[src/pbrs_pkg.sv]
// Shared widths and command codes of the priority bitmap ready scheduler.
`timescale 1ns / 1ps
package pbrs_pkg;

  localparam int TASK_W     = 8;
  localparam int PRIO_W     = 8;
  localparam int SEL_PRIO_W = 5;

  localparam logic CMD_ADD   = 1'b0;
  localparam logic CMD_SCHED = 1'b1;

endpackage

[src/pbrs_if.sv]
// Valid/ready channel interfaces for command words and result words.
`timescale 1ns / 1ps
interface pbrs_req_if import pbrs_pkg::*; ();
  logic              valid;
  logic              ready;
  logic              command;
  logic [TASK_W-1:0] task_id;
  logic [PRIO_W-1:0] priority_req;
  logic              current_running;

  modport source (output valid, command, task_id, priority_req, current_running,
                  input ready);
  modport sink   (input valid, command, task_id, priority_req, current_running,
                  output ready);
endinterface

interface pbrs_rsp_if import pbrs_pkg::*; ();
  logic                  valid;
  logic                  ready;
  logic                  selected_valid;
  logic [TASK_W-1:0]     selected_task;
  logic [SEL_PRIO_W-1:0] selected_priority;
  logic                  first_start;
  logic                  switch_request;
  logic                  overflow;

  modport source (output valid, selected_valid, selected_task, selected_priority,
                  first_start, switch_request, overflow, input ready);
  modport sink   (input valid, selected_valid, selected_task, selected_priority,
                  first_start, switch_request, overflow, output ready);
endinterface

[src/priority_bitmap_ready_scheduler.sv]
// Priority bitmap scheduler with one FIFO of task ids per level, kept in memories.
//
//   Channel | Dir | Payload
//   req     | in  | command, task_id, priority_req, current_running
//   rsp     | out | selected_valid, selected_task, selected_priority,
//           |     | first_start, switch_request, overflow
//
// An add word passes S_IDLE and S_META; a schedule word passes S_IDLE, S_META and
// S_POP, and S_PUSH when the running task is requeued; a schedule on an empty
// bitmap ends in S_IDLE. Level table and queue memory reads are registered.
// Reset is synchronous; per-level valid bits stand in for clearing the table.
// A result waits in the output register while rsp stalls; a further word is
// still accepted, and its result waits until the register frees.
`timescale 1ns / 1ps
module priority_bitmap_ready_scheduler
  import pbrs_pkg::*;
#(
  parameter int NUM_LEVELS    = 32,
  parameter int LEVEL_DEPTH   = 16,
  parameter int TASK_ID_WIDTH = 8
) (
  input  logic       clk,
  input  logic       rst,
  pbrs_req_if.sink   req,
  pbrs_rsp_if.source rsp
);

  localparam int LW  = (NUM_LEVELS > 1) ? $clog2(NUM_LEVELS) : 1;
  localparam int HW  = $clog2(LEVEL_DEPTH);
  localparam int CW  = $clog2(LEVEL_DEPTH + 1);
  localparam int SW  = CW + 1;
  localparam int MW  = HW + CW;
  localparam int QN  = NUM_LEVELS * LEVEL_DEPTH;
  localparam int QAW = $clog2(QN);
  localparam int IDW = TASK_ID_WIDTH;

  typedef enum logic [4:0] {
    S_IDLE = 5'b00001,
    S_META = 5'b00010,
    S_POP  = 5'b00100,
    S_PUSH = 5'b01000,
    S_DONE = 5'b10000
  } state_t;

  typedef struct packed {
    logic                  sel_valid;
    logic [TASK_W-1:0]     sel_task;
    logic [SEL_PRIO_W-1:0] sel_prio;
    logic                  first;
    logic                  sw;
    logic                  ovf;
  } result_t;

  state_t state, state_next;

  logic [NUM_LEVELS-1:0] bitmap, bitmap_next;
  logic [NUM_LEVELS-1:0] meta_vld;
  logic [IDW-1:0]        cur_task;
  logic                  cur_valid;

  logic           cmd_r;
  logic [IDW-1:0] id_r;
  logic [LW-1:0]  plvl_r;
  logic [LW-1:0]  lvl_r;
  logic           run_r;
  result_t        res_r;

  logic [MW-1:0]  meta_mem [NUM_LEVELS];
  logic [MW-1:0]  meta_rd_data;
  logic           meta_rd_vld;
  logic [LW-1:0]  meta_raddr;
  logic           meta_we;
  logic [LW-1:0]  meta_waddr;
  logic [MW-1:0]  meta_wdata;

  logic [IDW-1:0] q_mem [QN];
  logic [IDW-1:0] q_rd_data;
  logic [QAW-1:0] q_raddr;
  logic           q_we;
  logic [QAW-1:0] q_waddr;

  logic [LW-1:0]  in_lvl;
  logic [LW-1:0]  top_lvl;
  logic [HW-1:0]  m_head;
  logic [CW-1:0]  m_count;
  logic [HW-1:0]  head_inc;
  logic [SW-1:0]  slot_sum;
  logic [HW-1:0]  slot;
  logic           full;
  logic           out_free;
  logic           fin_go;
  result_t        fin;

  assign req.ready = (state == S_IDLE);
  assign out_free  = !rsp.valid || rsp.ready;

  assign in_lvl = (req.priority_req >= PRIO_W'(NUM_LEVELS)) ? LW'(NUM_LEVELS - 1)
                                                            : LW'(req.priority_req);

  always_comb begin
    top_lvl = '0;
    for (int i = 0; i < NUM_LEVELS; i++) begin
      if (bitmap[i]) begin
        top_lvl = LW'(i);
      end
    end
  end

  assign m_head   = meta_rd_vld ? meta_rd_data[MW-1:CW] : '0;
  assign m_count  = meta_rd_vld ? meta_rd_data[CW-1:0] : '0;
  assign head_inc = (m_head == HW'(LEVEL_DEPTH - 1)) ? '0 : m_head + 1'b1;
  assign slot_sum = SW'(m_head) + SW'(m_count);
  assign slot     = (slot_sum >= SW'(LEVEL_DEPTH)) ? HW'(slot_sum - SW'(LEVEL_DEPTH))
                                                    : HW'(slot_sum);
  assign full     = (m_count == CW'(LEVEL_DEPTH));
  assign q_waddr  = QAW'(LEVEL_DEPTH) * QAW'(plvl_r) + QAW'(slot);
  assign q_raddr  = QAW'(LEVEL_DEPTH) * QAW'(lvl_r) + QAW'(m_head);

  always_comb begin
    state_next  = state;
    bitmap_next = bitmap;
    meta_raddr  = plvl_r;
    meta_we     = 1'b0;
    meta_waddr  = plvl_r;
    meta_wdata  = '0;
    q_we        = 1'b0;
    fin         = '0;
    fin_go      = 1'b0;
    unique case (state)
      S_IDLE: begin
        meta_raddr = (req.command == CMD_SCHED) ? top_lvl : in_lvl;
        if (req.valid) begin
          if (req.command == CMD_SCHED && bitmap == '0) begin
            fin_go = 1'b1;
          end else begin
            state_next = S_META;
          end
        end
      end
      S_META: begin
        if (cmd_r == CMD_ADD) begin
          if (full) begin
            fin.ovf = 1'b1;
          end else begin
            q_we                = 1'b1;
            meta_we             = 1'b1;
            meta_wdata          = {m_head, m_count + 1'b1};
            bitmap_next[plvl_r] = 1'b1;
          end
          fin_go = 1'b1;
        end else begin
          meta_we    = 1'b1;
          meta_waddr = lvl_r;
          meta_wdata = {head_inc, m_count - 1'b1};
          if (m_count == CW'(1)) begin
            bitmap_next[lvl_r] = 1'b0;
          end
          state_next = S_POP;
        end
      end
      S_POP: begin
        fin.sel_valid = 1'b1;
        fin.sel_task  = TASK_W'(q_rd_data);
        fin.sel_prio  = SEL_PRIO_W'(lvl_r);
        fin.first     = !cur_valid;
        fin.sw        = cur_valid;
        if (cur_valid && run_r) begin
          state_next = S_PUSH;
        end else begin
          fin_go = 1'b1;
        end
      end
      S_PUSH: begin
        fin = res_r;
        if (full) begin
          fin.ovf = 1'b1;
        end else begin
          q_we                = 1'b1;
          meta_we             = 1'b1;
          meta_wdata          = {m_head, m_count + 1'b1};
          bitmap_next[plvl_r] = 1'b1;
        end
        fin_go = 1'b1;
      end
      S_DONE: begin
        if (out_free) begin
          state_next = S_IDLE;
        end
      end
      default: begin
        state_next = S_IDLE;
      end
    endcase
    if (fin_go) begin
      state_next = out_free ? S_IDLE : S_DONE;
    end
  end

  always_ff @(posedge clk) begin
    meta_rd_data <= meta_mem[meta_raddr];
    meta_rd_vld  <= meta_vld[meta_raddr];
    if (meta_we) begin
      meta_mem[meta_waddr] <= meta_wdata;
    end
  end

  always_ff @(posedge clk) begin
    q_rd_data <= q_mem[q_raddr];
    if (q_we) begin
      q_mem[q_waddr] <= id_r;
    end
  end

  always_ff @(posedge clk) begin
    if (state == S_IDLE && req.valid) begin
      cmd_r  <= req.command;
      id_r   <= IDW'(req.task_id);
      plvl_r <= in_lvl;
      lvl_r  <= top_lvl;
      run_r  <= req.current_running;
    end
    if (state == S_POP) begin
      id_r <= cur_task;
    end
    if (state == S_POP || (fin_go && !out_free)) begin
      res_r <= fin;
    end
    if (fin_go && out_free) begin
      rsp.selected_valid    <= fin.sel_valid;
      rsp.selected_task     <= fin.sel_task;
      rsp.selected_priority <= fin.sel_prio;
      rsp.first_start       <= fin.first;
      rsp.switch_request    <= fin.sw;
      rsp.overflow          <= fin.ovf;
    end else if (state == S_DONE && out_free) begin
      rsp.selected_valid    <= res_r.sel_valid;
      rsp.selected_task     <= res_r.sel_task;
      rsp.selected_priority <= res_r.sel_prio;
      rsp.first_start       <= res_r.first;
      rsp.switch_request    <= res_r.sw;
      rsp.overflow          <= res_r.ovf;
    end
  end

  always_ff @(posedge clk) begin
    if (rst) begin
      state     <= S_IDLE;
      bitmap    <= '0;
      meta_vld  <= '0;
      cur_task  <= '0;
      cur_valid <= 1'b0;
      rsp.valid <= 1'b0;
    end else begin
      state  <= state_next;
      bitmap <= bitmap_next;
      if (meta_we) begin
        meta_vld[meta_waddr] <= 1'b1;
      end
      if (state == S_POP) begin
        cur_task  <= q_rd_data;
        cur_valid <= 1'b1;
      end
      if ((fin_go || state == S_DONE) && out_free) begin
        rsp.valid <= 1'b1;
      end else if (rsp.ready) begin
        rsp.valid <= 1'b0;
      end
    end
  end

endmodule

[src/flat_wrapper.sv]
// flat-port wrapper written by rule: the top's interface ports become plain ports
module priority_bitmap_ready_scheduler_flat import pbrs_pkg::*;
#(
  parameter int NUM_LEVELS    = 32,
  parameter int LEVEL_DEPTH   = 16,
  parameter int TASK_ID_WIDTH = 8
)
  (clk, rst, req_valid, req_command, req_task_id, req_priority_req, req_current_running, req_ready, rsp_valid, rsp_selected_valid, rsp_selected_task, rsp_selected_priority, rsp_first_start, rsp_switch_request, rsp_overflow, rsp_ready);
  pbrs_req_if req_i ();
  pbrs_rsp_if rsp_i ();
  input  logic clk;
  input  logic rst;
  input wire logic [$bits(req_i.valid)-1:0] req_valid;
  input wire logic [$bits(req_i.command)-1:0] req_command;
  input wire logic [$bits(req_i.task_id)-1:0] req_task_id;
  input wire logic [$bits(req_i.priority_req)-1:0] req_priority_req;
  input wire logic [$bits(req_i.current_running)-1:0] req_current_running;
  output wire logic [$bits(req_i.ready)-1:0] req_ready;
  output wire logic [$bits(rsp_i.valid)-1:0] rsp_valid;
  output wire logic [$bits(rsp_i.selected_valid)-1:0] rsp_selected_valid;
  output wire logic [$bits(rsp_i.selected_task)-1:0] rsp_selected_task;
  output wire logic [$bits(rsp_i.selected_priority)-1:0] rsp_selected_priority;
  output wire logic [$bits(rsp_i.first_start)-1:0] rsp_first_start;
  output wire logic [$bits(rsp_i.switch_request)-1:0] rsp_switch_request;
  output wire logic [$bits(rsp_i.overflow)-1:0] rsp_overflow;
  input wire logic [$bits(rsp_i.ready)-1:0] rsp_ready;
  assign req_i.valid = req_valid;
  assign req_i.command = req_command;
  assign req_i.task_id = req_task_id;
  assign req_i.priority_req = req_priority_req;
  assign req_i.current_running = req_current_running;
  assign req_ready = req_i.ready;
  assign rsp_valid = rsp_i.valid;
  assign rsp_selected_valid = rsp_i.selected_valid;
  assign rsp_selected_task = rsp_i.selected_task;
  assign rsp_selected_priority = rsp_i.selected_priority;
  assign rsp_first_start = rsp_i.first_start;
  assign rsp_switch_request = rsp_i.switch_request;
  assign rsp_overflow = rsp_i.overflow;
  assign rsp_i.ready = rsp_ready;
  priority_bitmap_ready_scheduler #(.NUM_LEVELS(NUM_LEVELS), .LEVEL_DEPTH(LEVEL_DEPTH), .TASK_ID_WIDTH(TASK_ID_WIDTH)) u_core (.clk(clk), .rst(rst), .req(req_i), .rsp(rsp_i));
endmodule
[config.mk]
export PLATFORM = sky130hd
export DESIGN_NAME = priority_bitmap_ready_scheduler_flat
export DESIGN_NICKNAME = d
export VERILOG_FILES = /design/src/pbrs_pkg.sv /design/src/pbrs_if.sv /design/src/priority_bitmap_ready_scheduler.sv /design/src/flat_wrapper.sv
export SDC_FILE = /design/constraint.sdc
export NUM_CORES = 2
export LEC_CHECK = 0
export BUFFER_PORTS_ARGS = -buffer_cell sky130_fd_sc_hd__clkbuf_2
export CELL_PAD_IN_SITES_DETAIL_PLACEMENT = 0
export CELL_PAD_IN_SITES_GLOBAL_PLACEMENT = 2
export CORE_UTILIZATION = 52
export DETAILED_ROUTE_END_ITERATION = 8
export GPL_ROUTABILITY_DRIVEN = 0
export PLACE_DENSITY_LB_ADDON = 0.2
export RECOVER_POWER = 25
export SLEW_MARGIN = 15
export SYNTH_ARGS = -nofsm -noshare
export SYNTH_HDL_FRONTEND = slang
export SYNTH_MEMORY_MAX_BITS = 65536
export SYNTH_SLANG_ARGS = --single-unit
export TNS_END_PERCENT = 5
[constraint.sdc]
create_clock -name clk -period 22.5 [get_ports clk]
set_input_delay 2.25 -clock clk [delete_from_list [all_inputs] [get_ports clk]]
set_output_delay 2.25 -clock clk [all_outputs]
set_load 0.03 [all_outputs]
==> flow_summary.ini <==
[run_status]
status = complete, but fails checks
violations = max-capacitance violations, max-slew violations

[floorplanning]
rows = 217
start_util_pct = 52.4
dieArea_sq_um = 355000
io_pins = 41
die_x_um = 596
core_area_sq_um = 350000
die_h_um = 596

[clocking]
path_clk_slew_ps = 60
clk_latency_ps = 1070
tritoncts = yes
cts_buffers = 458
cts_root_buffer = clkbuf_16
ctsResizeCount = 0
cts_setup_buffers = 0
htreeDepth = 5
cts.path.max_buffers = 4
clock_sinks = 4535
postCtsHoldBufs = 0

[synth]
synth_edf_count = 4438
ys_seq_area_share_pct = 73.7
ys.flop_type = edfxtp_1
syn_area_sq_um = 183000
async_flop_share_pct = 0
syn_inst = 11700
yosys.cell_types.count = 90
synth_seq_cells = 4535
yosysTopAreaCell = edfxtp_1
avgSynthCellArea_sq_um = 15.7
ys_warn_count = 0
synth_nets = 11700
yosys.area.top_type_share_pct = 72.6
synth_area_leaders = edfxtp_1 73%, mux2_2 4.8%, mux2i_1 4.8%, a21oi_1 2.5%, a221oi_1 1.7%

[placement]
numPlacedInstances = 15800
dpl.hpwl_mm = 371
portBuffers = 40

[run]
maxCapViolCount = 29

[critical_path]
critPathLaunch = u_core.id_r[4]
cp-end-kind = flip-flop
rr_worst_depth = 4
critical_path_arrival_ps = 13140
worstPathMaxFanout = 161
crit_path_end = u_core.q_mem[35][4]
regToRegStartpoint = u_core.id_r[4]
critPathLaunchType = flip-flop
r2r_setup_slack_ps = 10030
worstSetupPathType = flip-flop to flip-flop
timing.rr.end = u_core.q_mem[35][4]
required_ps = 23160

[grt]
antenna_found_initial = 65
grt_pass1_wl_mm = 863
grt_overflow_total = 0
grt_max_degree = 173
grt_pass1_vias = 108000
grt_use_total_pct = 34.7

[detailed_routing]
viasPerCell = 6.79
wl_per_cell_um = 37.7
drtPass1Iterations = 6
ant_nets = 0
first_iter_violations = 16800
wl_mm = 629
vias = 113000
drc = 0

[sta]
finalSetupViolCount = 0
max_freq_mhz = 80.2
drv_slew = 2306
rsz0062_at_grt = no
post-route-period-util_pct = 55.4
final_hold_viol_count = 0
fin_tns_setup_ps = 0
finalClockSkew_ps = 85.4
slew_headroom_pct = -572
tightestPinTransition_ps = 10080
period_minus_slack_ps = 12470

[power]
switchingPower_mw = 10.3
power.leakage_nw = 65.0
clkPwrFrac_pct = 28.2
seq_power_share_pct = 37.4
internal_power_mw = 16.5
pwr-share-comb_pct = 34.4
vdd_drop_max_mv = 0.193
powerDensity_nw_per_um2 = 132
swShare_pct = 38.3

[hold_path]
worstHoldStart = u_core.cur_task[6]
hold_class = flip-flop to flip-flop

[finish]
drive_gt1_share_pct = 15.9
fin_cells = 16700
nNetsFinal = 11700
area_growth_pct = 11.0
[worst max-delay path, cell delays in order (launching register included)]
cell	delay [ps]
edfxtp_1	320
clkbuf_1	2870
clkbuf_1	6370
buf_4	1430
buf_4	810
[stage by stage]
| stage | power (mW) | cell area, sq um | setup WS (ps) | hold slack [ps] | util [%] |
|---|---|---|---|---|---|
| 2_1_floorplan | 15.1 | 183000 | 14910 | 436 | - |
| 3_3_place_gp | 19.0 | 189000 | 15570 | 442 | 53.9 |
| 3_5_place_dp | 19.1 | 189000 | 15810 | 450 | 53.9 |
| 4_1_cts | 26.5 | 204000 | 15790 | 458 | 58.1 |
| 5_1_grt | 27.3 | 204000 | 9730 | 474 | 58.1 |
| 6_report | 26.8 | 204000 | 10030 | 458 | 58.1 |
[registers in the layout, indices dropped and copies added, names as in the netlist, 5 cells and up]
name                          flops
u_core.rsp.selected_task          8
u_core.state                      5
u_core.id_r                       8
u_core.meta_rd_data               9
u_core.rsp.selected_priority      5
u_core.lvl_r                      5
u_core.cur_task                   8
u_core.bitmap                    32
u_core.q_rd_data                  8
u_core.plvl_r                     5
u_core.meta_mem                 288
u_core.res_r                     17
u_core.meta_vld                  32
u_core.q_mem                   4096
[final cells by class]
cell class                 instances  area (sq um)
inverter                          27           133
clock buffer                     570         12000
fill                           26900        147000
multi-input combinational       6247         44700
sequential                      4535        135000
tap                             4599          5750
clock inverter                   285          2760
antenna                           36          90.1
timing repair buffer             367          2870
[cell usage after synthesis, drive strengths merged (69+ instances only)]
cell       n
o21ai    522
buf      458
mux2i    877
clkbuf   389
nand2    706
nor2     704
a221o    101
o221ai    88
mux2     786
a21oi    924
edfxtp  4438
a221oi   355
a21o      69
nor3      79
nand3     98
a22oi    123
a31oi     80
a211oi    93
dfxtp     97
[per-layer routing]
metal	vias up	wire length [um]	global-route usage, %
met4	32	32600	16.5
met1	58200	237000	47.3
li1	46100	-	-
met3	1365	73000	8.19
met5	-	230	0
met2	7407	286000	52.9
[worst min path at each step]
stage | to | slack (ps) | depth (start not counted)
after floorplan | u_core.meta_vld[0] | 440 | 2
after global routing | u_core.cur_task[3] | 470 | 2
after CTS | u_core.cur_task[7] | 460 | 2
final | u_core.cur_task[6] | 460 | 2
after detailed placement | u_core.cur_task[7] | 450 | 2
after global placement | u_core.cur_task[6] | 440 | 2
[cells by family after synthesis]
kind of cell | share of synthesized area (%)
and+or+nand+nor | 4.38
muxes | 10.1
xor gates and xnor gates | 0.0239
DFF | 73.7
buffers and inverters | 2.23
AOI/OAI and AO/OA | 9.48
adders and majority gates | 0.0586
[power groups by stage]
stage	registers, mW	logic, mW	clock network (mW)
after floorplan	10.5	4.64	0
after global placement	10.1	8.89	0
after detailed placement	10.1	8.96	0
after CTS	9.93	8.99	7.60
after global routing	10.0	9.35	7.92
final	10.0	9.22	7.57
[cell usage in the layout (no fill, tap or decap), drive strengths merged, types with 13 or more instances in the layout]
cell type  count
a211oi        93
a21o          69
a21oi        924
a221o        101
a221oi       355
a22oi        123
a2bb2oi       16
a311oi        24
a31oi         80
and2          15
and3          37
buf          298
bufinv        42
clkbuf       639
clkinv       223
clkinvlp      13
dfxtp         97
diode         36
edfxtp      4438
inv           34
mux2         786
mux2i        877
mux4          42
nand2        706
nand2b        21
nand3         98
nand3b        36
nand4         17
nor2         704
nor2b         57
nor3          79
nor4          31
o211ai        49
o21ai        522
o221ai        88
o22ai         23
o2bb2ai       27
o311ai        19
o31ai         20
or4           15
Power figures use the tool's default switching activity.
